<file path="config.mk">
export PLATFORM = sky130hd
export DESIGN_NAME = contiguous_cluster_allocator
export DESIGN_NICKNAME = d
export VERILOG_FILES = /design/src/rtl/cca_pkg.sv /design/src/rtl/cca_ram.sv /design/src/rtl/contiguous_cluster_allocator.sv
export SDC_FILE = /design/constraint.sdc
export NUM_CORES = 2
export LEC_CHECK = 0
export BUFFER_PORTS_ARGS = -buffer_cell sky130_fd_sc_hd__buf_2
export CORE_UTILIZATION = 60
export DETAILED_ROUTE_END_ITERATION = 10
export PLACE_DENSITY_LB_ADDON = 0.2
export SLEW_MARGIN = 30
export SYNTH_ARGS = -nofsm -noshare
export SYNTH_HDL_FRONTEND = slang
export SYNTH_HIERARCHICAL = 1
export SYNTH_SLANG_ARGS = --single-unit
</file>
<file path="constraint.sdc">
create_clock -name clk_i -period 80.6 [get_ports clk_i]
set_input_delay 4.03 -clock clk_i [delete_from_list [all_inputs] [get_ports clk_i]]
set_output_delay 4.03 -clock clk_i [all_outputs]
set_load 0.02 [all_outputs]
</file>
<file path="src/rtl/cca_pkg.sv">
// ----------------------------------------------------------------------------
// cca_pkg
// Shared types and constants of the contiguous cluster allocator.
// ----------------------------------------------------------------------------
`default_nettype none

package cca_pkg;

  // Command codes of an input beat
  typedef enum logic [1:0] {
    CMD_BEGIN = 2'd0,
    CMD_MARK  = 2'd1,
    CMD_ALLOC = 2'd2
  } cmd_e;

  // Configuration register indexes
  localparam logic [1:0] CFG_SHIFT = 2'd0;
  localparam logic [1:0] CFG_DIR   = 2'd1;
  localparam logic [1:0] CFG_TOTAL = 2'd2;

  // Field widths
  localparam int unsigned SIZE_W  = 32;
  localparam int unsigned NEED_W  = SIZE_W + 1;
  localparam int unsigned SHIFT_W = 5;
  localparam int unsigned DIR_W   = 11;
  localparam int unsigned TOTAL_W = 12;
  localparam int unsigned START_W = 11;
  localparam int unsigned LEN_W   = 13;
  localparam int unsigned CFGD_W  = 12;

  // Wide compare width for sums of cluster numbers and counts
  localparam int unsigned XW = NEED_W + 1;

  // Saturation of the reported run length
  localparam logic [LEN_W-1:0] LEN_SAT = 13'd4096;

  // Register reset values
  localparam logic [SHIFT_W-1:0] SHIFT_RST = 5'd10;
  localparam logic [DIR_W-1:0]   DIR_RST   = 11'd4;
  localparam logic [TOTAL_W-1:0] TOTAL_RST = 12'd1440;

endpackage

`default_nettype wire

</file>
<file path="src/rtl/cca_ram.sv">
// ----------------------------------------------------------------------------
// cca_ram
// Generic simple dual-port RAM: one write port, one registered read port.
// ----------------------------------------------------------------------------
`default_nettype none

module cca_ram #(
  parameter int unsigned WIDTH = 1,
  parameter int unsigned DEPTH = 2048
) (
  input  wire logic                     clk_i,
  input  wire logic                     wr_en_i,
  input  wire logic [$clog2(DEPTH)-1:0] wr_addr_i,
  input  wire logic [WIDTH-1:0]         wr_data_i,
  input  wire logic                     rd_en_i,
  input  wire logic [$clog2(DEPTH)-1:0] rd_addr_i,
  output logic      [WIDTH-1:0]         rd_data_o
);

  logic [WIDTH-1:0] mem_q [DEPTH];
  logic [WIDTH-1:0] rd_data_q;

  // Write port
  always_ff @(posedge clk_i) begin
    if (wr_en_i) begin
      mem_q[wr_addr_i] <= wr_data_i;
    end
  end

  // Registered read port
  always_ff @(posedge clk_i) begin
    if (rd_en_i) begin
      rd_data_q <= mem_q[rd_addr_i];
    end
  end

  assign rd_data_o = rd_data_q;

endmodule

`default_nettype wire

</file>
<file path="src/rtl/contiguous_cluster_allocator.sv">
// ----------------------------------------------------------------------------
// contiguous_cluster_allocator
// First-fit allocator of contiguous cluster runs over a one-bit occupancy map.
// ----------------------------------------------------------------------------
// Usage: drive cmd_i, file_size_i and first_cluster_i and raise start_i while
// busy_o is low; the command beat is taken at that edge. Exactly one result
// beat follows, shown for one cycle with done_o high on status_o, run_start_o
// and run_length_o. The receiver cannot stall; take the beat when done_o is
// high. Registers are written through cfg_valid_i/cfg_ready_o with
// cfg_index_i and cfg_data_i; cfg_ready_o is always high. The user must
// write them only while the block is idle; the block does not enforce it.
// The map lives in a 1-bit RAM with a registered read port, walked one
// cluster per cycle:
//   begin    : full rewrite of the map
//   mark     : a prep step, then one write per cluster inside the volume
//   allocate : read sweep over the volume, stops on first fit
//   unused   : no map access
// After reset, busy_o stays high while the map is cleared; no result beat
// is given for that pass. Registers take their reset values at once.
// ----------------------------------------------------------------------------
`default_nettype none

module contiguous_cluster_allocator
  import cca_pkg::*;
#(
  parameter int unsigned MAX_CLUSTERS = 2048
) (
  input  wire logic               clk_i,
  input  wire logic               rst_ni,
  // command channel
  input  wire logic               start_i,
  output logic                    busy_o,
  input  wire logic [1:0]         cmd_i,
  input  wire logic [SIZE_W-1:0]  file_size_i,
  input  wire logic [DIR_W-1:0]   first_cluster_i,
  // result channel
  output logic                    done_o,
  output logic                    status_o,
  output logic [START_W-1:0]      run_start_o,
  output logic [LEN_W-1:0]        run_length_o,
  // configuration channel
  input  wire logic               cfg_valid_i,
  output logic                    cfg_ready_o,
  input  wire logic [1:0]         cfg_index_i,
  input  wire logic [CFGD_W-1:0]  cfg_data_i
);

  localparam int unsigned AW = $clog2(MAX_CLUSTERS);
  localparam int unsigned CW = AW + 1;
  localparam logic [CW-1:0] LAST_IDX = CW'(MAX_CLUSTERS - 1);
  localparam logic [XW-1:0] MAX_X    = XW'(MAX_CLUSTERS);

  typedef enum logic [2:0] {
    S_IDLE,
    S_FILL,
    S_MARK_PREP,
    S_MARK,
    S_SCAN
  } state_e;

  state_e state_q;

  // configuration registers
  logic [SHIFT_W-1:0] shift_q;
  logic [DIR_W-1:0]   dir_q;
  logic [TOTAL_W-1:0] total_q;

  // work registers
  logic [CW-1:0]      idx_q;
  logic [CW-1:0]      stop_q;
  logic [NEED_W-1:0]  need_q;
  logic [DIR_W-1:0]   first_q;
  logic               fill_set_q;
  logic [CW-1:0]      cnt_q;
  logic [AW-1:0]      cand_q;
  logic               pend_q;
  logic [AW-1:0]      pend_idx_q;

  // result registers
  logic               busy_q;
  logic               done_q;
  logic               status_q;
  logic [START_W-1:0] start_q;
  logic [LEN_W-1:0]   len_q;

  // RAM ports
  logic          wr_en;
  logic [AW-1:0] wr_addr;
  logic          wr_data;
  logic          rd_en;
  logic          rd_data;

  // volume size, min(total, MAX_CLUSTERS)
  logic [XW-1:0] total_x;
  logic [XW-1:0] vol_x;
  logic [XW-1:0] idx_x;
  logic [CW-1:0] vol;

  // command decode helpers
  logic              accept;
  logic [NEED_W-1:0] need_new;
  logic [LEN_W-1:0]  len_new;
  logic [XW-1:0]     sum_x;
  logic [XW-1:0]     stop_x;
  logic [XW-1:0]     first_x;

  // scan helpers
  logic          hit;
  logic [CW-1:0] cnt_inc;
  logic          found;
  logic [AW-1:0] found_start;
  logic [XW-1:0] found_start_x;

  assign total_x = XW'(total_q);
  assign vol_x   = (total_x < MAX_X) ? total_x : MAX_X;
  assign vol     = vol_x[CW-1:0];
  assign idx_x   = XW'(idx_q);

  assign accept   = start_i && !busy_q;
  assign need_new = NEED_W'(file_size_i >> shift_q) + NEED_W'(1);
  assign len_new  = (need_new > NEED_W'(LEN_SAT)) ? LEN_SAT : need_new[LEN_W-1:0];

  // extent end of a mark, clamped to the volume
  assign first_x = XW'(first_q);
  assign sum_x   = first_x + XW'(need_q);
  assign stop_x  = (sum_x > vol_x) ? vol_x : sum_x;

  // first-fit run tracking on the data coming back from the RAM
  assign hit           = pend_q && !rd_data;
  assign cnt_inc       = cnt_q + CW'(1);
  assign found         = hit && (XW'(cnt_inc) >= XW'(need_q));
  assign found_start   = (cnt_q == '0) ? pend_idx_q : cand_q;
  assign found_start_x = XW'(found_start);

  // RAM access per state
  always_comb begin
    wr_en   = 1'b0;
    wr_addr = idx_q[AW-1:0];
    wr_data = 1'b0;
    rd_en   = 1'b0;
    unique case (state_q)
      S_FILL: begin
        wr_en   = 1'b1;
        wr_data = fill_set_q && (idx_x <= XW'(dir_q)) && (idx_x < vol_x);
      end
      S_MARK: begin
        wr_en   = 1'b1;
        wr_data = 1'b1;
      end
      S_SCAN: begin
        rd_en = (idx_q < vol) && !found;
      end
      default: begin
      end
    endcase
  end

  cca_ram #(
    .WIDTH (1),
    .DEPTH (MAX_CLUSTERS)
  ) u_map (
    .clk_i     (clk_i),
    .wr_en_i   (wr_en),
    .wr_addr_i (wr_addr),
    .wr_data_i (wr_data),
    .rd_en_i   (rd_en),
    .rd_addr_i (idx_q[AW-1:0]),
    .rd_data_o (rd_data)
  );

  // configuration writes
  always_ff @(posedge clk_i or negedge rst_ni) begin
    if (!rst_ni) begin
      shift_q <= SHIFT_RST;
      dir_q   <= DIR_RST;
      total_q <= TOTAL_RST;
    end else if (cfg_valid_i) begin
      if (cfg_index_i == CFG_SHIFT) shift_q <= cfg_data_i[SHIFT_W-1:0];
      if (cfg_index_i == CFG_DIR)   dir_q   <= cfg_data_i[DIR_W-1:0];
      if (cfg_index_i == CFG_TOTAL) total_q <= cfg_data_i[TOTAL_W-1:0];
    end
  end

  // control state machine and result registers
  always_ff @(posedge clk_i or negedge rst_ni) begin
    if (!rst_ni) begin
      state_q    <= S_FILL;
      busy_q     <= 1'b1;
      done_q     <= 1'b0;
      fill_set_q <= 1'b0;
      idx_q      <= '0;
      pend_q     <= 1'b0;
      cnt_q      <= '0;
      stop_q     <= '0;
      need_q     <= '0;
      first_q    <= '0;
      cand_q     <= '0;
      pend_idx_q <= '0;
      status_q   <= 1'b0;
      start_q    <= '0;
      len_q      <= '0;
    end else begin
      done_q <= 1'b0;
      unique case (state_q)
        S_IDLE: begin
          if (accept) begin
            status_q <= 1'b0;
            start_q  <= '0;
            need_q   <= need_new;
            first_q  <= first_cluster_i;
            idx_q    <= '0;
            cnt_q    <= '0;
            pend_q   <= 1'b0;
            unique case (cmd_e'(cmd_i))
              CMD_BEGIN: begin
                len_q      <= LEN_W'(dir_q) + LEN_W'(1);
                fill_set_q <= 1'b1;
                state_q    <= S_FILL;
                busy_q     <= 1'b1;
              end
              CMD_MARK: begin
                len_q   <= len_new;
                state_q <= S_MARK_PREP;
                busy_q  <= 1'b1;
              end
              CMD_ALLOC: begin
                len_q   <= len_new;
                state_q <= S_SCAN;
                busy_q  <= 1'b1;
              end
              default: begin
                // unused command: no change, all-zero result
                len_q  <= '0;
                done_q <= 1'b1;
              end
            endcase
          end
        end
        S_FILL: begin
          idx_q <= idx_q + CW'(1);
          if (idx_q == LAST_IDX) begin
            state_q <= S_IDLE;
            busy_q  <= 1'b0;
            done_q  <= fill_set_q;
          end
        end
        S_MARK_PREP: begin
          if (first_x >= stop_x) begin
            state_q <= S_IDLE;
            busy_q  <= 1'b0;
            done_q  <= 1'b1;
          end else begin
            idx_q   <= first_x[CW-1:0];
            stop_q  <= stop_x[CW-1:0];
            state_q <= S_MARK;
          end
        end
        S_MARK: begin
          idx_q <= idx_q + CW'(1);
          if (idx_q + CW'(1) == stop_q) begin
            state_q <= S_IDLE;
            busy_q  <= 1'b0;
            done_q  <= 1'b1;
          end
        end
        S_SCAN: begin
          pend_q     <= rd_en;
          pend_idx_q <= idx_q[AW-1:0];
          if (rd_en) idx_q <= idx_q + CW'(1);
          if (pend_q) begin
            if (rd_data) begin
              cnt_q <= '0;
            end else begin
              if (cnt_q == '0) cand_q <= pend_idx_q;
              cnt_q <= cnt_inc;
            end
          end
          priority if (found) begin
            start_q <= found_start_x[START_W-1:0];
            state_q <= S_IDLE;
            busy_q  <= 1'b0;
            done_q  <= 1'b1;
          end else if (!pend_q && !rd_en) begin
            status_q <= 1'b1;
            state_q  <= S_IDLE;
            busy_q   <= 1'b0;
            done_q   <= 1'b1;
          end
        end
        default: begin
          state_q <= S_IDLE;
          busy_q  <= 1'b0;
        end
      endcase
    end
  end

  assign busy_o       = busy_q;
  assign cfg_ready_o  = 1'b1;
  assign done_o       = done_q;
  assign status_o     = status_q;
  assign run_start_o  = start_q;
  assign run_length_o = len_q;

`ifndef NO_ASSERTIONS
  // a result beat only appears as the block goes idle
  assert property (@(posedge clk_i) disable iff (!rst_ni) done_o |-> !busy_o)
    else $error("result beat while busy");

  // a failed search reports start zero
  assert property (@(posedge clk_i) disable iff (!rst_ni)
    (done_o && status_o) |-> (run_start_o == '0))
    else $error("failed search with nonzero start");

  // the map is never read and written in the same cycle
  assert property (@(posedge clk_i) disable iff (!rst_ni) !(wr_en && rd_en))
    else $error("map read and write overlap");

  // returned data is only consumed for a read issued the cycle before
  assert property (@(posedge clk_i) disable iff (!rst_ni)
    (state_q == S_SCAN && pend_q) |-> $past(rd_en))
    else $error("map data consumed without a read");
`endif

endmodule

`default_nettype wire
</file>
# After elaboration in Yosys (flattened, before gate mapping)

Memories as Yosys holds them, arrays and structs flattened. A register that Yosys moved wholly into a read port is not among the register bits.
Index checks and enable logic that the tools add are counted.

Register bits: 162
Bits in writable memories: 2048
Input bits: 63
Logic and storage cells: 142
Memories: 1

Add/subtract/negate cells: 5
$lt $le $gt $ge: 8
Equal/unequal tests: 23
Shifts and indexed selects: 1
Muxes and demuxes: 49
Bitwise gates (word level): 2
Reductions and logical operators: 35

Memories:

| memory      | depth | bits a word | rd ports | clocked after Yosys merged registers in | write ports | RTL line      | RTL |
|---|---|---|---|---|---|---|---|
| u_map.mem_q | 2048  | 1           | 1        | 1                                       | 1           | cca_ram.sv:20 | `logic [WIDTH-1:0] mem_q [DEPTH];` |

Operators by type and width:

| cell                                                                               | count |
|---|---|
| 12-bit 2-to-1 mux                                                                  | 6 |
| 12-bit case mux with 4 select lines                                                | 1 |
| 11-bit by 33-bit adder with 34-bit output                                          | 1 |
| 11-bit by 34-bit >= comparator with 1-bit output                                   | 1 |
| 34-bit by 12-bit greater-than comparator with 1-bit output                         | 1 |
| 34-bit 2-to-1 mux                                                                  | 1 |
| 33-bit by 1-bit adder with 33-bit output (second input constant)                   | 1 |
| 12-bit by 33-bit >= comparator with 1-bit output                                   | 1 |
| 33-bit by 13-bit greater-than comparator with 1-bit output (second input constant) | 1 |
| 11-bit 2-to-1 mux                                                                  | 3 |
| 32-bit by 5-bit right shift with 33-bit output                                     | 1 |
| 13-bit case mux with 2 select lines                                                | 1 |
| 12-bit by 1-bit adder with 12-bit output (second input constant)                   | 2 |
| 12-bit less-than comparator                                                        | 2 |
| 12-bit case mux with 2 select lines                                                | 1 |
| 2-bit != test (second input constant)                                              | 11 |
| 11-bit case mux with 2 select lines                                                | 1 |
| 1-bit 2-to-1 mux                                                                   | 21 |
| 3-bit 2-to-1 mux                                                                   | 5 |
| 3-bit case mux with 5 select lines                                                 | 1 |
| 13-bit 2-to-1 mux                                                                  | 1 |
| 11-bit by 1-bit adder with 12-bit output (second input constant)                   | 1 |
| 12-bit by 11-bit == test with 1-bit output (second input constant)                 | 1 |
| 12-bit == test                                                                     | 1 |
| other kinds (28)                                                                   | 56 |

# Logic depth before layout (Yosys ltp)

Depth after elaboration: 11
Mapped depth: 32
Gate-level depth less buffers: 31

# By module

The synthesis kept the hierarchy.

Modules (own cells, without submodules):

| module                       | times used | cells an instance | area an instance (um^2) | seq. area each (um^2) |
|---|---|---|---|---|
| cca_ram                      | 1          | 6243              | 89355.7                 | 61529.0 |
| contiguous_cluster_allocator | 1          | 1519              | 14059.7                 | 4065.1 |

# Worst setup path before layout

No wires, ideal clock.

Kind: register to register
Start: register total_q[11]
End: memory u_map.mem_q[0] (data pin)
Arrival time: 49.267 ns
Setup slack: 21.638 ns
Cell stages (with the launch flop): 15
Cells stage by stage: dfrtp_1 inv_1 clkbuf_1 buf_1 nand2_1 ha_1 a21o_1 a21o_1 a21oi_1 o21ai_0 nand4_1 nand3_1 a21oi_1 a21oi_1 nor2_1

Longest elaborated chain between the ends: 5

RTL lines:

| element                              | RTL line                            | RTL |
|---|---|---|
| start, declared                      | contiguous_cluster_allocator.sv:66  | `logic [TOTAL_W-1:0] total_q;` |
| start signal, assigned               | contiguous_cluster_allocator.sv:180 | `if (cfg_index_i == CFG_TOTAL) total_q <= cfg_data_i[TOTAL_W-1:0];` |
| 12-bit less-than comparator          | contiguous_cluster_allocator.sv:115 | `assign vol_x = (total_x < MAX_X) ? total_x : MAX_X;` |
| 12-bit 2-to-1 mux *                  | contiguous_cluster_allocator.sv:115 |  |
| 12-bit less-than comparator *        | contiguous_cluster_allocator.sv:144 | `wr_data = fill_set_q && (idx_x <= XW'(dir_q)) && (idx_x < vol_x);` |
| 1-bit logical AND *                  | contiguous_cluster_allocator.sv:144 |  |
| 1-bit case mux with 2 select lines * | contiguous_cluster_allocator.sv:141 | `unique case (state_q)` |
| net wr_data                          | contiguous_cluster_allocator.sv:89  | `logic wr_data;` |
| end, declared                        | cca_ram.sv:20                       |  |

Mark *: on every way through the listed nets, which the timed path passes. The rest lies on a longest branch.

# Worst setup path in the final report

Start: register need_q[0]
End: register stop_q[0]

Longest elaborated chain between the ends: 6

RTL lines:

| element                                                    | RTL line                            | RTL |
|---|---|---|
| start, declared                                            | contiguous_cluster_allocator.sv:71  | `logic [NEED_W-1:0] need_q;` |
| start signal, assigned                                     | contiguous_cluster_allocator.sv:209 | `need_q <= need_new;` |
| 11-bit by 33-bit adder with 34-bit output *                | contiguous_cluster_allocator.sv:125 | `assign sum_x = first_x + XW'(need_q);` |
| 34-bit by 12-bit greater-than comparator with 1-bit output | contiguous_cluster_allocator.sv:126 | `assign stop_x = (sum_x > vol_x) ? vol_x : sum_x;` |
| 34-bit 2-to-1 mux *                                        | contiguous_cluster_allocator.sv:126 |  |
| net stop_x[0]                                              | contiguous_cluster_allocator.sv:104 | `logic [XW-1:0] stop_x;` |
| 11-bit by 34-bit >= comparator with 1-bit output           | contiguous_cluster_allocator.sv:248 | `if (first_x >= stop_x) begin` |
| 1-bit NOT (no line)                                        | n/a                                 |  |
| 2-bit AND reduction (no line)                              | n/a                                 |  |
| end signal, assigned                                       | contiguous_cluster_allocator.sv:254 | `stop_q <= stop_x[CW-1:0];` |
| end, declared                                              | contiguous_cluster_allocator.sv:70  | `logic [CW-1:0] stop_q;` |

Marked as above.
A chain may end at the register's enable or synchronous reset.

==> reports/results.ini <==
[outcome]
status=finished clean

[clocking]
numCtsBuffers=219
cts_tree=done
htree_num_levels=4
cts_root_buffer=clkbuf_16
cts_buffer_depth=3
insertion_delay_ns=0.87
clock_sinks=2211
holdBufCountCts=0
cts_resized=0
clkTransAtPathRegs_ns=0.06
cts_setup_buffers=0

[synth]
synth_fa_ha_area_share_pct=0.951
syn_nets=7903
syn_inst=7762
yosysTopAreaCell=edfxtp_1
ys.flop_type=edfxtp_1
async_flop_share_pct=7.33
ys_top_cells_by_area=edfxtp_1 (59%), mux4_2 (8.1%), nor2_1 (7.9%)
ys_seq_area_share_pct=63.4
synth_compound_area_share_pct=5.15
syn_area_per_cell_um2=13.3
synth_seq_cells=2211
synth_warnings=6
synth_top_family_by_area=multiplexers
synth_cell_types=127
yosysTopAreaCellShare_pct=59.5
synth_xor_xnor_area_share_pct=0.693
netlist_area_um2=103000
synthSimpleGateAreaFrac_pct=12.1
synth_edf_count=2049
synthMuxAreaShare_pct=13.8

[timing]
fin_crit_sh_pct=10.5
skew_ns=0.0440
setup_viol=0
worstMarginPinSlew_ns=1.18
whs_ns=0.471
drv_slew=0
relSlewSlack_pct=19.5
timing.fmax_mhz=118
rsz0062_at_grt=false
period_minus_slack_ns=8.49
hold_viol=0
finalSetupTns_ns=0

[drt]
drt-total-wl_um=299000
drt_iter0_markers=10600
ant_nets=0
drc_errors=0
routed_via_density=6.76
wl_per_cell_um=29.9
vias=67700
firstDrtPassIters=6

[power_and_ir_drop]
leakage_nw=35.4
p_switching_mw=1.35
ir_drop_mv=0.0290
pwr-share-comb_pct=33.3
p_per_area_nw_per_um2=33.9
p_int_mw=2.45
power.clock.fraction_pct=25.8
seqPwrFrac_pct=40.9
switching_share_pct=35.5

[die]
die_y_um=417
dieArea_um2=174000
core_area_um2=171000
initial_core_util_pct=60.4
pin_count=91
die_w_um=417
rows=152

[worst_setup_path]
crit_required_ns=81.35
cp_data_arrival_time_ns=9.24
slowest_delay_ns=0.67
crit_start=need_q[0]$_DFFE_PN0P_
r2r-start=need_q[0]$_DFFE_PN0P_
start_kind=register
crit_fanout=18
critPathCaptureType=register
slowest_stage=nand3_1
crit_type=reg2reg

[cells_and_area]
final_core_util_pct=65.3
fillers=12400
area_delta_synth_final_pct=8.20
fin_nets=7658
drive_gt1_share_pct=15.3

[global_route]
grt_max_degree=325
track_usage_pct=34.3
grt_overflow_total=0
grt_pass1_wl_um=435000
grt_pass1_vias=64500
antenna_found_initial=9

[worst_hold_path]
hold_class=reg2reg
hold_start=run_start_o[3]$_DFFE_PN0P_

[placed_design]
gp_congestion=0.927
hpwl_um=172000
port_buffers=89

[run]
drv_cap=0

-- worst paths after layout --
kind,endpoint,slack [ns],depth (start not counted)
min,run_start_o[3]$_DFFE_PN0P_,0.47,2
max,stop_q[0]$_DFFE_PN0P_,72.11,30
min reg2reg,run_start_o[3]$_DFFE_PN0P_,0.47,2
max reg2reg,stop_q[0]$_DFFE_PN0P_,72.11,30
max in group asynchronous,dir_q[6]$_DFFE_PN0P_,76.20,2
min in group asynchronous,cnt_q[10]$_DFFE_PN0P_,3.21,1
-- layout by cell type (no fill, tap or decap), types with 44 or more instances in the layout --
master     instances
nor2_1          2172
edfxtp_1        2049
mux4_2           373
mux2i_1          351
nand2_1          306
clkbuf_16        222
dfrtp_1          145
o21ai_0          133
a21oi_1          131
o221ai_1         120
buf_4            112
nor3_1            91
buf_2             88
o22ai_1           77
ha_1              77
nand3_1           76
clkinv_1          69
inv_1             65
mux2_2            62
mux4_1            62
nand2_2           58
xnor2_1           56
clkbuf_1          44
-- power groups by stage --
stage	registers [mW]	logic (mW)	clock network [mW]
5_1_grt	1.56	1.33	1.03
3_5_place_dp	1.58	1.22	0
6_report	1.55	1.26	0.980
4_1_cts	1.55	1.23	0.988
2_1_floorplan	2.15	0.845	0
3_3_place_gp	1.58	1.20	0
-- flip-flops by register name, indices dropped and copies added (netlist names) --
name             flops
cand_q              11
pend_idx_q          11
total_q             12
run_start_o         11
idx_q               12
dir_q               11
u_map/rd_data_o      1
busy_o               1
state_q              3
run_length_o        13
status_o             1
fill_set_q           1
stop_q              12
shift_q              5
done_o               1
u_map/mem_q       2048
cnt_q               12
first_q             11
pend_q               1
need_q              33
-- cells by family (layout without fill, tap and decap cells) --
kind of cell	after synthesis	after routing
AND/OR/NAND/NOR	3015	3015
flip-flops	2211	2211
multiplexers	853	853
buffers and inverters	768	703
AO/OA/AOI/OAI	755	755
XOR/XNOR	81	81
adder cells (fa/ha/maj)	78	78
other	1	4
-- area by class of cell --
class	count	area, um^2	share of cell area (%)
antenna	3	7.51	0.00671
clock buffer	272	5800	5.19
clock inverter	129	1020	0.914
inverter	73	283	0.253
multi-input combinational	4783	34500	30.9
sequential	2211	65600	58.6
tap	2310	2890	2.58
timing repair buffer	229	1730	1.55
-- through the flow --
| stage | area [um^2] | power [mW] | instances | setup slack (ns) |
|---|---|---|---|---|
| detailed placement | 105000 | 2.80 | 9601 | 72.07 |
| global route | 112000 | 3.91 | 10000 | 71.52 |
| CTS | 112000 | 3.77 | 10000 | 72.15 |
| finish | 112000 | 3.80 | 10000 | 72.11 |
| global placement | 105000 | 2.78 | 9600 | 72.06 |
| floorplan | 103000 | 3.00 | 7762 | 21.64 |
-- layer usage --
layer / vias up / wire length, um / share of wire, % / track usage (%)
met2: 4306 / 138000 / 46 / 53.1
met1: 34300 / 109000 / 36 / 47.6
met5: - / 115 / 0.038 / 0
li1: 28300 / - / - / -
met3: 782 / 37800 / 13 / 7.77
met4: 16 / 14000 / 4.7 / 13.9
-- synth_stat cells (all sizes together) (9+ instances only) --
cell and count:
a21oi 133, nand3 111, ha 77, nand2 365, nor4 44, dfrtp 153
nand2b 11, dfstp 9, and3 23, o21ai 149, a32o 15, nor3 97
nor2b 27, a211oi 16, buf 256, and2 26, xor2 24, or3 11
mux2 66, o22ai 77, xnor2 57, o21a 16, nand4 41, clkbuf 437
or2 16, a22oi 41, inv 69, edfxtp 2049, mux2i 352, a21o 23
a2111oi 21, o221ai 121, o31ai 19, nor3b 16, mux4 435, nor2 2181
a31oi 26
-- critical path: cells and delay by family (launching register included) --
family	cells	cell delay, ns
compound gates	16	4.12
xor+xnor	1	0.24
fa+ha+maj	4	1.24
buf+inv	2	0.38
flops	1	0.44
mux	1	0.27
simple gates	6	1.69
Power figures use the tool's default switching activity.
